--- config.mk ---
export PLATFORM = sky130hd
export DESIGN_NAME = dtbm_ram
export DESIGN_NICKNAME = d
export VERILOG_FILES = /design/src/sv/dtbm_ram.sv
export SDC_FILE = /design/constraint.sdc
export NUM_CORES = 2
export LEC_CHECK = 0
export BUFFER_PORTS_ARGS = -buffer_cell sky130_fd_sc_hd__clkbuf_2
export CORE_MARGIN = 2
export CORE_UTILIZATION = 23
export CTS_CLUSTER_SIZE = 14
export DETAILED_ROUTE_END_ITERATION = 10
export HOLD_SLACK_MARGIN = 0.08
export REMOVE_ABC_BUFFERS = 1
export SLEW_MARGIN = 20
export SYNTH_ARGS = -nofsm -noshare
export SYNTH_HDL_FRONTEND = slang
export SYNTH_SLANG_ARGS = --single-unit
--- constraint.sdc ---
create_clock -name clk_i -period 3.1 [get_ports clk_i]
set_input_delay 0.465 -clock clk_i [delete_from_list [all_inputs] [get_ports clk_i]]
set_output_delay 0.465 -clock clk_i [all_outputs]
set_load 0.005 [all_outputs]
--- src/sv/dtbm_ram.sv ---
// Generic single-port synchronous RAM with registered read data.
module dtbm_ram #(
  parameter int Depth = 256,
  parameter int Width = 8
) (
  input  logic                     clk_i,
  input  logic                     we_i,
  input  logic                     re_i,
  input  logic [$clog2(Depth)-1:0] addr_i,
  input  logic [Width-1:0]         wdata_i,
  output logic [Width-1:0]         rdata_o
);

  logic [Width-1:0] mem_q [Depth];
  logic [Width-1:0] rdata_q;

  // Write port
  always_ff @(posedge clk_i) begin
    if (we_i) begin
      mem_q[addr_i] <= wdata_i;
    end
  end

  // Read port, data held until the next read
  always_ff @(posedge clk_i) begin
    if (re_i) begin
      rdata_q <= mem_q[addr_i];
    end
  end

  assign rdata_o = rdata_q;

endmodule

# Word level (Yosys, flattened, before mapping)
# Memory sizes are Yosys's and may differ from the RTL's. A register that Yosys moved wholly into a read port is not among the register bits.
# Cells that the tools add are included.
# totals
mem_count	1
wordCells	3
regBits	0
mem_bits_rw	2048
out_inout_bits	8
# memory_table
memory	depth	width	rd	rd_clocked_by_memory_dff	write_ports	line_no	source
mem_q	256	8	1	1	1	14	logic [Width-1:0] mem_q [Depth];
# classes
mux	2
# op_table
op	n
two-way mux 1 bit	2

# Longest topological paths before layout
# logic_depth
depth_word	2
mapped_depth	10
ltp_nobuf	5

# Worst setup path after synthesis
# Ideal clock, no wire load.
# synth_path
path_type	input-to-reg
startpoint	input addr_i[1]
endpoint	memory mem_q[111][0] (enable)
slack_ns	0.416
setup_time_ns	0.370
cell_stages	9
t_arrival_ns	2.314
path_buffers	5
path_cell_list	buf_2 -> clkbuf_1 -> clkbuf_1 -> nand2_1 -> buf_2 -> nor2_1 -> nand2_1 -> clkbuf_1 -> nor2_1
# synth_lines
element	line_no	source
start: declaration	9	input logic [$clog2(Depth)-1:0] addr_i,
end: declaration	14	
# Straight into the memory's write port.

==> summary.txt <==
Routing
  – First-pass detailed-route iteration total: 5
  – Via count: between 30000 and 40000
  – Wirelength per Cell: approximately 23 um
  – Antenna violation net count after detailed routing: 0
  – DR iter-0 viols: between 4000 and 5000
  – Vias per Instance: 4.40
  – Routed WL: 200 mm
  – # DRC: 0

Timing
  – Max Fclk: ~340 MHz
  – Slew margin rel.: 34.2%
  – Final Critical Period: 2980 ps
  – Least-Margin Pin Slew: 984 ps
  – Crit share post-route: 96.1%
  – Final worst slack: around 120 ps
  – Final hold vios: 0
  – Clock Skews: roughly 32 ps
  – Finish-stage setup viols: 0
  – RSZ-0062 raised after global routing: false
  – TNS Setup: 0 ps
  – Pins Over Slew Limit: 0

Power and ir drop
  – Power Total: 57.9 mW
  – Leak: 28.8 nW
  – P per Cell Area: 611 nW/um2
  – Max VDD drop: between 0.5 and 0.6 mV

Critical path
  – Crit-path cells: buf_8, buf_4, buf_12, buf_4, mux4_2, a22oi_1, a21oi_1, o41ai_1, buf_4, nand4_1
  – CP arrival: 3520 ps
  – Type of the worst setup path: in2reg
  – CP max stage delay: 850 ps
  – Worst endpoint required time: 3640 ps
  – Critical-path top delay cell: o41ai_1
  – CP max FO: 15
  – Most used cell along the critical path: buf_4
  – Setup crit end kind: flop
  – CP startpoint kind: primary input

Clocking
  – Reg clk slew, reported paths: 60 ps
  – Total CTS buffers: 204
  – Clk_lat worst skew: 840 ps
  – CTS Hold Bufs: 3
  – Clock sink count: between 2000 and 2500
  – H-tree Lvls: 4
  – CTS root buf: clkbuf_16
  – Post-cts resize count: 0
  – CTS Buffer Depth: 3
  – CTS tree: yes
  – Post-CTS Setup Bufs: 0

Place
  – Port Buffers: 26
  – Setup WS pre-CTS: -637 ps
  – GP Congestion: around 0.81
  – Area after DPL: 88100 um2
  – Dpl hpwl: 126 mm
  – # placed instances: ~8400

Synthesis
  – Cells after Synth: 3547
  – EDFF count, synth: 2056
  – Top FF cell, synth: edfxtp_1
  – Syn avg cell area: 22.2 um2
  – Seq/Total Area, Yosys: between 70% and 80%
  – Cell Area, Synth: a little under 80000 um2
  – Ys async rst share: 0%
  – Yosys warning count: 0
  – Distinct cells, synth: 21
  – Synth Register Bits: 2056

Layout
  – Commonest non-fill, non-tap cell in the layout: edfxtp_1
  – Commonest non-fill, non-tap cells in the layout: edfxtp_1, mux4_2, buf_4
  – Area Growth Syn to Fin: 20.5%
  – Nets: 4067
  – Layout cells sized above 1: 31.4%
  – Non-filler instance count after layout: 8753
  – Final instance area: between 90000 and 100000 um2

Status
  – Status: completed

Floorplan
  – Core Region: ~340000 um2
  – Row cnt: between 200 and 250
  – Starting density of the core: between 20% and 30%
  – Die width: around 590 um
  – Die Area: 346000 um2
  – Die Span Y: roughly 600 um
  – IO Pins: 27

Global routing
  – Vias in the first global route: 39600
  – First-pass GRT wire length: 287 mm
  – GR Util All Layers: 11.3%
  – Global route overflow: 0
  – Initial antenna violation count: 9
  – Largest net degree at the start of global routing: 104

Run
  – Max cap viols: 0

Hold path
  – Type of the worst min-delay path: in2reg
cell usage after synthesis, drive strengths merged (6+ instances only):
library cell | n | area [um2]
a21oi | 128 | 641
edfxtp | 2056 | 61700
mux4 | 512 | 11500
nand4 | 8 | 50.1
nor2b | 7 | 43.8
buf | 87 | 552
nor3 | 30 | 150
clkbuf | 145 | 544
o41ai | 32 | 280
nor2 | 232 | 871
nand2b | 6 | 37.5
nand2 | 28 | 105
a22oi | 256 | 1920
nand3 | 13 | 65.1
power breakdown:
group	internal (mW)	switching, mW
combinational	1.12	1.78
clock	13.9	10.4
sequential	30.7	0.0305
total	45.6	12.2
layer usage:
metal	wire length, um	track usage (%)	vias to the layer above
met3	17700	2.86	277
met2	95000	18.1	1579
met5	13	0	-
met1	81900	15.1	20600
li1	-	-	16100
met4	5570	3.35	2
worst paths after layout:
check	from	to	slack, ps	depth (start not counted)
min reg2reg	mem_q[41][2]$_DFFE_PP_	rdata_o[2]$_DFFE_PP_	1060	5
max	addr_i[0]	rdata_o[4]$_DFFE_PP_	120	10
max reg2reg	mem_q[155][4]$_DFFE_PP_	rdata_o[4]$_DFFE_PP_	300	7
min	re_i	rdata_o[7]$_DFFE_PP_	140	1
critical path: cells and delay by family:
family / cells / cell delay (ps)
buf+inv: 5 / 1120
compound gates: 3 / 1240
mux: 1 / 500
simple gates: 1 / 80
cell families after synthesis:
kind of cell / share of synthesized area [%]
and+or+nand+nor: 1.73
buffers and inverters: 1.40
DFF: 78.6
AOI/OAI and AO/OA: 3.62
muxes: 14.7
cell type report:
class	instances	area, um2
Antenna cell	2	5.00
Clock buffer	258	5370
Clock inverter	115	1170
Fill cell	33100	245000
Inverter	1	3.75
Multi-Input combinational cell	1258	15800
Sequential cell	2056	61700
Tap cell	4536	5680
Timing Repair Buffer	527	4910
sequential cells by signal, indices dropped and copies added (netlist names):
signal and flops:
mem_q 2048, rdata_o 8
stage by stage:
step,hold slack [ps],utilization (%)
floorplan,564,-
global placement,888,25.9
detailed placement,900,25.9
CTS,80.1,27.9
global route,89.7,27.9
finish,137,27.9
(Power assumes the default switching activity.)
