--- config.mk ---
export PLATFORM = sky130hd
export DESIGN_NAME = dtbm_step
export DESIGN_NICKNAME = d
export VERILOG_FILES = /design/src/sv/dtbm_pkg.sv /design/src/sv/dtbm_step.sv
export SDC_FILE = /design/constraint.sdc
export NUM_CORES = 1
export LEC_CHECK = 0
export CORE_UTILIZATION = 40
export DETAILED_ROUTE_END_ITERATION = 8
export DONT_BUFFER_PORTS = 1
export SLEW_MARGIN = 20
export SYNTH_ARGS = -nofsm -noshare
export SYNTH_HDL_FRONTEND = slang
export SYNTH_SLANG_ARGS = --single-unit
--- constraint.sdc ---
create_clock -name vclk -period 4.4
set_input_delay 0.22 -clock vclk [all_inputs]
set_output_delay 0.22 -clock vclk [all_outputs]
set_load 0.03 [all_outputs]
--- src/sv/dtbm_pkg.sv ---
// Shared constants, codes and types of the table-driven DFA byte matcher.
package dtbm_pkg;

  // Table geometry
  localparam int MAX_STATES  = 256;
  localparam int MAX_TARGETS = 65536;
  localparam int ROWS        = (MAX_STATES < 256) ? MAX_STATES : 256;
  localparam int ROW_W       = (ROWS > 1) ? $clog2(ROWS) : 1;
  localparam int TBL_DEPTH   = ROWS * 256;
  localparam int ADDR_W      = ROW_W + 8;

  // Field widths
  localparam int CODE_W  = 17;
  localparam int CNT_W   = 9;
  localparam int VAL_W   = 32;
  localparam int STATE_W = 8;

  // Unsigned copies for compares against signals
  localparam logic [31:0] MAX_STATES_L  = 32'(MAX_STATES);
  localparam logic [31:0] MAX_TARGETS_L = 32'(MAX_TARGETS);
  localparam logic [31:0] ROWS_L        = 32'(ROWS);

  // Item kind carried in tuser
  typedef enum logic {
    OP_WRITE = 1'b0,
    OP_MATCH = 1'b1
  } op_e;

  // Configuration register indexes
  typedef enum logic [1:0] {
    CFG_STATE_COUNT = 2'd0,
    CFG_DEFAULT     = 2'd1
  } cfg_idx_e;

  // Per-string matching context
  typedef struct packed {
    logic [STATE_W-1:0] dfa_state;
    logic               decided;
    logic [VAL_W-1:0]   held_value;
    logic               held_matched;
  } ctx_t;

  // Item sitting in the table-read stage
  typedef struct packed {
    logic valid;
    logic match;
    logic eos;
  } stage_t;

  // String result
  typedef struct packed {
    logic [VAL_W-1:0] value;
    logic             matched;
  } res_t;

endpackage

--- src/sv/dtbm_step.sv ---
// Next-state and decision logic applied to one table entry.
module dtbm_step (
  input  dtbm_pkg::ctx_t                 ctx_i,
  input  dtbm_pkg::stage_t               stage_i,
  input  logic [dtbm_pkg::CNT_W-1:0]     count_i,
  input  logic [dtbm_pkg::VAL_W-1:0]     default_i,
  input  logic [dtbm_pkg::CODE_W-1:0]    code_i,
  output dtbm_pkg::ctx_t                 ctx_o,
  output dtbm_pkg::res_t                 res_o
);
  import dtbm_pkg::*;

  logic [CNT_W-1:0]  live_n;
  logic [CODE_W-1:0] live_n_ext;
  logic [CODE_W-1:0] offset;
  logic [CODE_W-1:0] target;
  logic              stale;
  logic              fail;
  ctx_t              byte_ctx;

  // Clamp the loaded state count
  assign live_n     = ({23'b0, count_i} > MAX_STATES_L) ? CNT_W'(MAX_STATES) : count_i;
  assign live_n_ext = {{(CODE_W-CNT_W){1'b0}}, live_n};

  // Current state no longer inside the loaded table
  assign stale = ({1'b0, ctx_i.dfa_state} >= live_n)
              || ({24'b0, ctx_i.dfa_state} >= ROWS_L);

  // Decision code split
  assign offset = code_i - live_n_ext;
  assign target = offset - CODE_W'(1);
  assign fail   = (offset == '0) || ({15'b0, target} >= MAX_TARGETS_L);

  // Apply the byte
  always_comb begin
    byte_ctx = ctx_i;
    if (stage_i.valid && stage_i.match && !ctx_i.decided && (live_n != '0)) begin
      if (stale) begin
        byte_ctx.decided      = 1'b1;
        byte_ctx.held_value   = default_i;
        byte_ctx.held_matched = 1'b0;
      end else if (code_i < live_n_ext) begin
        byte_ctx.dfa_state = code_i[STATE_W-1:0];
      end else begin
        byte_ctx.decided = 1'b1;
        if (fail) begin
          byte_ctx.held_value   = default_i;
          byte_ctx.held_matched = 1'b0;
        end else begin
          byte_ctx.held_value   = {15'b0, target};
          byte_ctx.held_matched = 1'b1;
        end
      end
    end
  end

  // Result of the string and restart on its terminating byte
  always_comb begin
    if (byte_ctx.decided) begin
      res_o.value   = byte_ctx.held_value;
      res_o.matched = byte_ctx.held_matched;
    end else begin
      res_o.value   = default_i;
      res_o.matched = 1'b0;
    end
    ctx_o = byte_ctx;
    if (stage_i.valid && stage_i.match && stage_i.eos) begin
      ctx_o.dfa_state = '0;
      ctx_o.decided   = 1'b0;
    end
  end

endmodule
== Yosys cells after proc, flatten, opt, wreduce, memory -nomap -nowiden ==
Index checks and enable logic that the tools add are counted.
Cells by class
  $add $sub $neg: 2
  $mul: 0
  div/mod/pow operators: 0
  order comparisons: 4
  eq/ne operators: 0
  shift-type cells: 0
  muxes and demuxes: 9
  bitwise operators: 0
  reductions and logical operators: 8
Operator list (number)
  $mux W34: 2
  $mux W33: 2
  $mux W42: 1
  $mux W9: 2
  $ge A17 B17 Y1 const B: 1
  $logic_not A17 Y1: 1
  $lt A17 B9 Y1: 1
  $sub A17 B1 Y17 const B: 1
  $sub A17 B9 Y17: 1
  $mux W8: 2
  $ge A8 B9 Y1: 1
  $gt A9 B9 Y1 const B: 1
  $reduce_bool A9 Y1: 1
  $logic_and A1 B1 Y1: 4
  $logic_not A1 Y1: 1
  $logic_or A1 B1 Y1: 1
Storage, ports and cells
  register bits after elaboration: 0
  latch bits: 0
  memory bits (writable): 0
  ROM bits: 0
  output and inout bits: 75
  logic and storage cells: 23
  memories kept: 0

== Longest topological paths before layout ==
  depth after elaboration: 11
  depth in mapped cells: 15

== Least setup slack after synthesis ==
No wires, ideal clock.
  path kind: input to output
  start point: in count_i[8] (netlist name)
  end point: out res_o[17] (netlist name)
  arrival time: 4.174 ns
  slack: 0.006 ns
  cell stages on the path: 15
  cells stage by stage: clkinv_1 nand2_1 inv_1 fa_1 nand2b_1 a211oi_1 nor2_1 xnor2_1 or4_4 a2111oi_4 xor2_2 nand2_1 clkbuf_1 nand2_1 o21ai_0
RTL lines
  start, declared: line dtbm_step.sv:5  | input logic [dtbm_pkg::CNT_W-1:0] count_i,
  end, declared: line dtbm_step.sv:9  | output dtbm_pkg::res_t res_o

==> results.md <==
* Layout net count at 584
* Mean instance size in the synthesized netlist at 6.24 um^2
* Final ANT Viol Nets at 0
* Worst hold-check path type: input port to output port
* Hold buffers post-CTS at 0
* Status: complete, no violations
* Max IR drop VDD at 0.0872 mV
* Length of routed wiring on met1 at 3.78 mm
* Std cell rows at 29
* Highest Signal Layer: met4
* Final core utilization at 50.7%
* Max-cap check violation count at 0
* Type of origin of the critical path: input port
* Met3 WL post-DR at 733 um
* Met2 Routed Length at 4.96 mm
* Width of the chip at 82.9 um
* Pwr per Cell Area at 160 mW/mm^2
* CP max FO at 8
* Leakage power figure at 1.40 nW
* Maximum frequency from static timing analysis at 240 MHz
* Number of global-route vias before repair at 3150
* Worst EP required at 4.18 ns
* Total I/O pin count at 178
* Number of input and output port buffers inserted at 0
* First-pass iteration count of the detailed router at 5
* Combined area of all synthesized cells at 0.00262 mm^2
* Synth top area share at 11.0%
* DRC violations left at 0
* Worst hold start: ctx_i[33]
* Vias per cell at 6.37
* Via total after detailed routing at 3420
* Drt wl/cell at 18.0 um
* Clkbuf count at 0
* Placer's final routability congestion estimate at 0.934
* Part of the Yosys area used for sequential elements at 0%
* Synth unique cells at 69
* Fill cell instance count of the final layout at 667
* GRT Residual Overflow at 0
* Post-synthesis net count at 541
* Total wire length after detailed routing at 9.66 mm
* Startpoint of the worst setup timing path: count_i[0]
* Initial antenna violation count at 0
* Detailed-placement wirelength estimate at 7.95 mm
* Worst EP arrival at 3.94 ns
* Global-route wire length before repair at 15.4 mm
* Die footprint at 0.00687 mm^2
* Slew @ Worst Pin at 0.568 ns
* Most used cells in the layout excluding fill and tap cells: sky130_fd_sc_hd__nand2_1 (77), sky130_fd_sc_hd__buf_4 (62), sky130_fd_sc_hd__nor2_1 (40)
* Seq Cell Count at 0
* Sort of element at the end of the critical path: output port
* Core footprint at 0.00631 mm^2
* Area used by multi-input combinational logic at 0.00253 mm^2
* Post-layout minimum cycle time at 4.16 ns
* Class of the most critical setup path: input port to output port
* Overall die height at 82.9 um
* Unrepaired setup endpoints after global routing: no
* Register area at 0 um^2
* Total count of hold-check failures in the final report at 0
* Largest net degree at the start of global routing at 56
* Area growth from synthesis to layout at 22.3%
* Cell type with the highest aggregate area in the netlist: sky130_fd_sc_hd__nand2_1
* Starting density of the core at 41.4%
* Most common cell after layout, fill and taps aside: sky130_fd_sc_hd__nand2_1
* Yosys synthesis warning count at 0
* Final setup fails at 0
* Synthesized instance count at 419
* All-layer global routing usage at 26.1%
* Pins Over Slew Limit at 0
* Antenna diodes at 0
* Post-route setup TNS at 0 ns
* Cell types with the largest area share after synthesis: sky130_fd_sc_hd__nand2_1 (11%), sky130_fd_sc_hd__ha_1 (8.6%), sky130_fd_sc_hd__o21ai_0 (7.1%)
* Ratio of cells with drive above 1 in the final layout at 21.1%
* Rel. slew slack at 61.9%
* Iter 0 DRT Violations at 256
* Final cycle utilization of the critical path at 94.5%
* Endpoint of the worst setup timing path: res_o[8]
-- kinds of logic (layout without fill, tap and decap cells) --
logic type               Yosys count  after routing  share of synthesized area, %
AO/OA/AOI/OAI                    156            156                          43.2
XOR/XNOR                          18             18                          6.31
adder cells (fa/ha/maj)           19             19                          9.37
buffers and inverters             40             81                          6.46
multiplexers                       9              9                          3.49
AND/OR/NAND/NOR                  177            177                          31.2
-- per-layer routing --
metal | vias to the layer above | track usage [%]
li1 | 1652 | -
met1 | 1576 | 32.1
met2 | 178 | 48.4
met3 | 14 | 3.08
met4 | 0 | 5.17
met5 | - | 0
-- critical path: stages --
cell and delay (ns):
sky130_fd_sc_hd__nor2b_1 0.13, sky130_fd_sc_hd__ha_1 0.24, sky130_fd_sc_hd__fa_1 0.43, sky130_fd_sc_hd__nand2b_4 0.18
sky130_fd_sc_hd__a21oi_2 0.14, sky130_fd_sc_hd__xor2_1 0.12, sky130_fd_sc_hd__or3_4 0.42, sky130_fd_sc_hd__or4_4 0.44
sky130_fd_sc_hd__a2111oi_4 0.42, sky130_fd_sc_hd__buf_4 0.20, sky130_fd_sc_hd__o21a_1 0.27, sky130_fd_sc_hd__nor2_1 0.06
sky130_fd_sc_hd__a211o_1 0.27, sky130_fd_sc_hd__o221ai_1 0.20, sky130_fd_sc_hd__buf_4 0.20
-- area by class of cell --
| type | count | share of cell area, % |
|---|---|---|
| Inverter | 17 | 1.99 |
| Tap cell | 77 | 3.01 |
| Multi-Input combinational cell | 379 | 79.2 |
| Timing Repair Buffer | 64 | 15.8 |
-- report_power, final --
group	internal (W)	switching, W
Combinational	0.000187	0.000326
Clock	0	0
Sequential	0	0
-- how the worst min path moves through the flow --
stage | end | slack, ns | cells past startpoint
detailed placement | res_o[27] | 0.67 | 2
finish | res_o[27] | 0.67 | 2
global placement | res_o[30] | 0.67 | 2
floorplan | ctx_o[2] | 0.63 | 2
CTS | res_o[27] | 0.67 | 2
global route | res_o[28] | 0.68 | 2
-- cells in the mapped netlist, types with 3 or more instances --
cell type and instances:
sky130_fd_sc_hd__a211o_1 4, sky130_fd_sc_hd__mux2i_1 8, sky130_fd_sc_hd__nor2_1 40, sky130_fd_sc_hd__o22ai_1 5, sky130_fd_sc_hd__xnor2_1 9, sky130_fd_sc_hd__or4_1 3, sky130_fd_sc_hd__and2_1 3, sky130_fd_sc_hd__nor4_1 3
sky130_fd_sc_hd__a221o_1 6, sky130_fd_sc_hd__o21a_1 5, sky130_fd_sc_hd__o211ai_1 5, sky130_fd_sc_hd__or3_1 4, sky130_fd_sc_hd__clkbuf_1 17, sky130_fd_sc_hd__nand3_1 10, sky130_fd_sc_hd__a21oi_1 28, sky130_fd_sc_hd__buf_2 3
sky130_fd_sc_hd__nand2_1 77, sky130_fd_sc_hd__nand4b_1 3, sky130_fd_sc_hd__a22oi_1 7, sky130_fd_sc_hd__a22o_1 16, sky130_fd_sc_hd__a21boi_0 4, sky130_fd_sc_hd__o221ai_1 3, sky130_fd_sc_hd__xor2_1 8, sky130_fd_sc_hd__nor3_1 9
sky130_fd_sc_hd__a21o_1 5, sky130_fd_sc_hd__ha_1 18, sky130_fd_sc_hd__o21ai_0 37, sky130_fd_sc_hd__inv_1 16, sky130_fd_sc_hd__nor2b_1 4, sky130_fd_sc_hd__o2111ai_1 4, sky130_fd_sc_hd__nand4_1 5, sky130_fd_sc_hd__nand2b_1 5
-- through the flow --
stage / setup WS, ns / instance area, um^2 / power (W) / hold WS (ns) / instances
2_1_floorplan: 0.00582 / 2620 / 0.000371 / 0.626 / 419
3_3_place_gp: 0.225 / 3100 / 0.000480 / 0.666 / 535
3_5_place_dp: 0.0779 / 3100 / 0.000486 / 0.671 / 535
4_1_cts: 0.0674 / 3100 / 0.000488 / 0.671 / 535
5_1_grt: 0.0204 / 3200 / 0.000550 / 0.683 / 537
6_report: 0.241 / 3200 / 0.000513 / 0.666 / 537
-- what timing repair did --
action,CTS,global route
setup endpoints to repair,0,19
hold endpoints to repair,0,0
resized for setup,0,17
setup buffers,0,2
No activity file was read; power rests on OpenSTA's default activity.
